===== config.mk =====
export PLATFORM = sky130hd
export DESIGN_NAME = mdt_ctrl
export DESIGN_NICKNAME = d
export VERILOG_FILES = /design/src/hw/rtl/mdt_pkg.sv /design/src/hw/rtl/mdt_ctrl.sv
export SDC_FILE = /design/constraint.sdc
export NUM_CORES = 1
export LEC_CHECK = 0
export BUFFER_PORTS_ARGS = -buffer_cell sky130_fd_sc_hd__buf_2
export CAP_MARGIN = 20
export CELL_PAD_IN_SITES_DETAIL_PLACEMENT = 1
export CELL_PAD_IN_SITES_GLOBAL_PLACEMENT = 1
export CORE_AREA = 2 2 39 41
export DETAILED_ROUTE_END_ITERATION = 16
export DIE_AREA = 0 0 41 43
export GPL_TIMING_DRIVEN = 0
export PLACE_DENSITY_LB_ADDON = 0.2
export SLEW_MARGIN = 20
export SYNTH_ARGS = -nofsm -noshare
export SYNTH_HDL_FRONTEND = slang
export SYNTH_SLANG_ARGS = --single-unit

===== constraint.sdc =====
create_clock -name clk -period 2.2 [get_ports clk]
set_clock_uncertainty 0.1 [all_clocks]
set_input_delay 0.33 -clock clk [delete_from_list [all_inputs] [get_ports clk]]
set_output_delay 0.33 -clock clk [all_outputs]
set_load 0.01 [all_outputs]

===== src/hw/rtl/mdt_pkg.sv =====
`default_nettype none

package mdt_pkg;

	localparam int DEF_MAX_WIDTH  = 64;
	localparam int DEF_MAX_HEIGHT = 64;
	localparam int DEF_DIM        = 64;

	localparam int DIM_W     = 7;
	localparam int CFG_IDX_W = 2;

	localparam logic [CFG_IDX_W-1:0] CFG_GRID_WIDTH  = 2'd0;
	localparam logic [CFG_IDX_W-1:0] CFG_GRID_HEIGHT = 2'd1;

	localparam logic ACT_LOAD  = 1'b0;
	localparam logic ACT_DRAIN = 1'b1;

	typedef struct packed {
		logic ld_issue;
		logic ld_write;
		logic bk_init;
		logic bk_read;
		logic bk_write;
		logic rd_issue;
		logic rd_step;
	} dp_cmd_t;

	typedef struct packed {
		logic restart;
		logic load_room;
		logic bk_done;
		logic rd_last;
	} dp_status_t;

endpackage

`default_nettype wire


===== src/hw/rtl/mdt_ctrl.sv =====
`default_nettype none

module mdt_ctrl (
	input  wire logic            clk,
	input  wire logic            arst_n,
	input  wire logic            start,
	input  wire logic            action,
	input  mdt_pkg::dp_status_t  st,
	output mdt_pkg::dp_cmd_t     cmd,
	output logic                 busy,
	output logic                 done
);
	import mdt_pkg::*;

	localparam logic [2:0] S_IDLE   = 3'd0;
	localparam logic [2:0] S_LD_WR  = 3'd1;
	localparam logic [2:0] S_BK_RD  = 3'd2;
	localparam logic [2:0] S_BK_WR  = 3'd3;
	localparam logic [2:0] S_OUT_RD = 3'd4;
	localparam logic [2:0] S_OUT    = 3'd5;

	logic [2:0] state_q, state_d;
	logic       computed_q, computed_d;
	logic       accept;

	assign accept = start && (state_q == S_IDLE);
	assign busy   = (state_q != S_IDLE);
	assign done   = (state_q == S_OUT);

	always_comb begin
		state_d    = state_q;
		computed_d = computed_q;
		cmd        = '0;
		unique case (state_q)
			S_IDLE: begin
				if (st.restart) begin
					computed_d = 1'b0;
				end else if (accept) begin
					if (action == ACT_LOAD) begin
						if (st.load_room && !computed_q) begin
							cmd.ld_issue = 1'b1;
							state_d      = S_LD_WR;
						end
					end else if (computed_q) begin
						cmd.rd_issue = 1'b1;
						state_d      = S_OUT;
					end else begin
						cmd.bk_init = 1'b1;
						state_d     = S_BK_RD;
					end
				end
			end
			S_LD_WR: begin
				cmd.ld_write = 1'b1;
				state_d      = S_IDLE;
			end
			S_BK_RD: begin
				cmd.bk_read = 1'b1;
				state_d     = S_BK_WR;
			end
			S_BK_WR: begin
				cmd.bk_write = 1'b1;
				if (st.bk_done) begin
					computed_d = 1'b1;
					state_d    = S_OUT_RD;
				end else begin
					state_d = S_BK_RD;
				end
			end
			S_OUT_RD: begin
				cmd.rd_issue = 1'b1;
				state_d      = S_OUT;
			end
			S_OUT: begin
				cmd.rd_step = 1'b1;
				if (st.rd_last) begin
					computed_d = 1'b0;
				end
				state_d = S_IDLE;
			end
			default: begin
				state_d = S_IDLE;
			end
		endcase
	end

	always_ff @(posedge clk or negedge arst_n) begin
		if (!arst_n) begin
			state_q    <= S_IDLE;
			computed_q <= 1'b0;
		end else begin
			state_q    <= state_d;
			computed_q <= computed_d;
		end
	end

endmodule

`default_nettype wire


==> results.yml <==
synth:
  synth_nets: 46
  ys_types: 26
  avgSynthCellArea_um2: 8.89
  async_flop_share: 1.00
  synth_edf_count: 0
  syn_area_um2: 338
  synthFlopType: "dfrtp_1"
  ys_seq_elements: 4
  ys_seq_area_frac: 0.296
  syn_inst: 38
  yosysWarnings: 0
setup_path:
  reg2reg_from: "state_q[2]"
  crit_start: "state_q[0]"
  r2r_slack_ns: 0.86
  crit_path_end_kind: "output port"
  worstRegToRegCells: 3
  critical_path_required_ns: 1.77
  r2r_end: "state_q[0]"
  worstPathArrival_ns: 1.49
  crit_end: "cmd[4]"
  path_class: "reg -> out"
  start_kind: "register"
  crit_fanout: 10
global_routing:
  grtUsageTotal: 0.126
  grt_pass1_vias: 350
  grt_max_degree: 11
  antenna_found_initial: 0
  grt_pass1_wl_um: 1480
  overflow: 0
floorplan:
  chipWidth_um: 41
  row_count: 14
  die-area_mm2: 0.00176
  ios: 17
  initial_utilization: 0.244
  core_mm2: 0.00138
  die_y_um: 43
clock_tree:
  ctsResizeCount: 0
  cts_tree: "built"
  cts_buffers: 3
  clk_pin_slew_worst_paths_ns: 0.03
  post_cts_buffers: 0
  clkLatencyLatePin_ns: 0.23
  root_buffer: "clkbuf_4"
  hold_buffers: 1
  htree_levels: 1
  cts_sinks: 4
  cts_buffer_depth: 2
layout:
  final_cells: 74
  area.growth.synth_to_final_pct: 39.3
  drive_gt1_frac: 0.431
  antenna_cells: 0
  fin_nets: 68
route:
  drt_wl_total_um: 889
  drt_iter0_drc: 3
  drt_first_pass_iters: 2
  drc: 0
  num_vias: 372
  vias_per_cell: 5.03
  wl_per_cell_um: 12.0
  ant_nets: 0
worst_hold_path:
  hold_path.class: "in -> reg"
placed_design:
  dp_slack_ns: 0.504
  place_congestion: 0.768
  dp_cells: 70
  post-dp-hpwl_um: 701
  portBuffers: 16
power:
  p_per_area_mw_per_mm2: 1050
  power.leakage_nw: 0.243
  vdd_drop_max_v: 0.000376
timing:
  slew_violations: 0
  worstMarginPinSlew_ns: 0.381
  min_period_ns: 1.92
  finalSetupViolations: 0
  fmax_mhz: 520
  hold_viol_final: 0
  setup-tns-final_ns: 0
  finalCritPeriodShare: 0.874
  rsz0062_at_grt: "false"
  whs_ns: 0.302
  slew_headroom: 0.739
  fin_ws_ns: 0.276
run_status:
  run_status: "completed"
run:
  maxCapViolations: 0
-- power by group --
part | switching, W | leakage, nW | internal (W)
logic | 0.000144 | 0.176 | 0.000135
registers | 0.0000298 | 0.0530 | 0.000101
clock network | 0.0000253 | 0.0138 | 0.0000607
-- per-layer routing --
metal,wire length [um],up-vias,global-route usage
li1,-,186,-
met1,414,175,0.171
met2,425,11,0.172
met3,49,0,0.0314
met4,0,0,0.0800
met5,0,-,0
-- placed cells by master (no fill, tap or decap), types with 2 or more instances in the layout --
master / synthesis / final
buf_4: 2 / 2
clkbuf_4: 0 / 3
a2111oi_0: 2 / 2
nor3b_1: 2 / 2
a31oi_1: 2 / 2
buf_2: 2 / 18
nor3_1: 3 / 3
dfrtp_1: 4 / 4
nor2b_1: 3 / 3
-- area by class of cell --
class / instances / area [um^2]
clock buffer: 3 / 22.5
buffer: 5 / 36.3
inverter: 1 / 3.75
timing repair buffer: 17 / 90.1
fill: 175 / 913
tap: 16 / 20.0
multi-input combinational: 28 / 198
sequential: 4 / 100
-- how the worst min path moves through the flow --
stage,startpoint,end,cells past startpoint
detailed placement,arst_n,state_q[0],1
floorplan,arst_n,computed_q,0
finish,st[1],state_q[1],3
global placement,arst_n,state_q[2],1
CTS,st[1],state_q[1],3
global route,st[1],state_q[1],3
-- synth_stat cells, drive strengths merged (2+ instances only) --
library cell  n  area (um^2)
dfrtp         4          100
nor3b         2         15.0
a2111oi       2         17.5
nor3          3         15.0
nor2b         3         18.8
a31oi         2         12.5
buf           5         36.3
-- through the flow --
step	util	power (W)	area (um^2)
final	0.340	0.000495	470
after global routing	0.340	0.000546	470
after CTS	0.340	0.000507	470
after detailed placement	0.316	0.000414	438
after global placement	0.316	0.000414	438
after floorplan	-	0.000324	338
-- logic make-up (layout without fill, tap and decap cells) --
logic type / count (synthesis) / count (layout) / share of synthesized area
AO/OA/AOI/OAI: 9 / 9 / 0.196
buffers and inverters: 6 / 26 / 0.118
flip-flops: 4 / 4 / 0.296
AND/OR/NAND/NOR: 19 / 19 / 0.389
-- sequential cells by signal (all words and copies together) (netlist names) --
register	cells
computed_q	1
state_q	3
-- worst max-delay path: stages, from the launching register on --
cell and delay, ns:
dfrtp_1 0.36, buf_6 0.14, or3_4 0.39, and4bb_1 0.26, buf_2 0.12
Power figures use the tool's default switching activity.
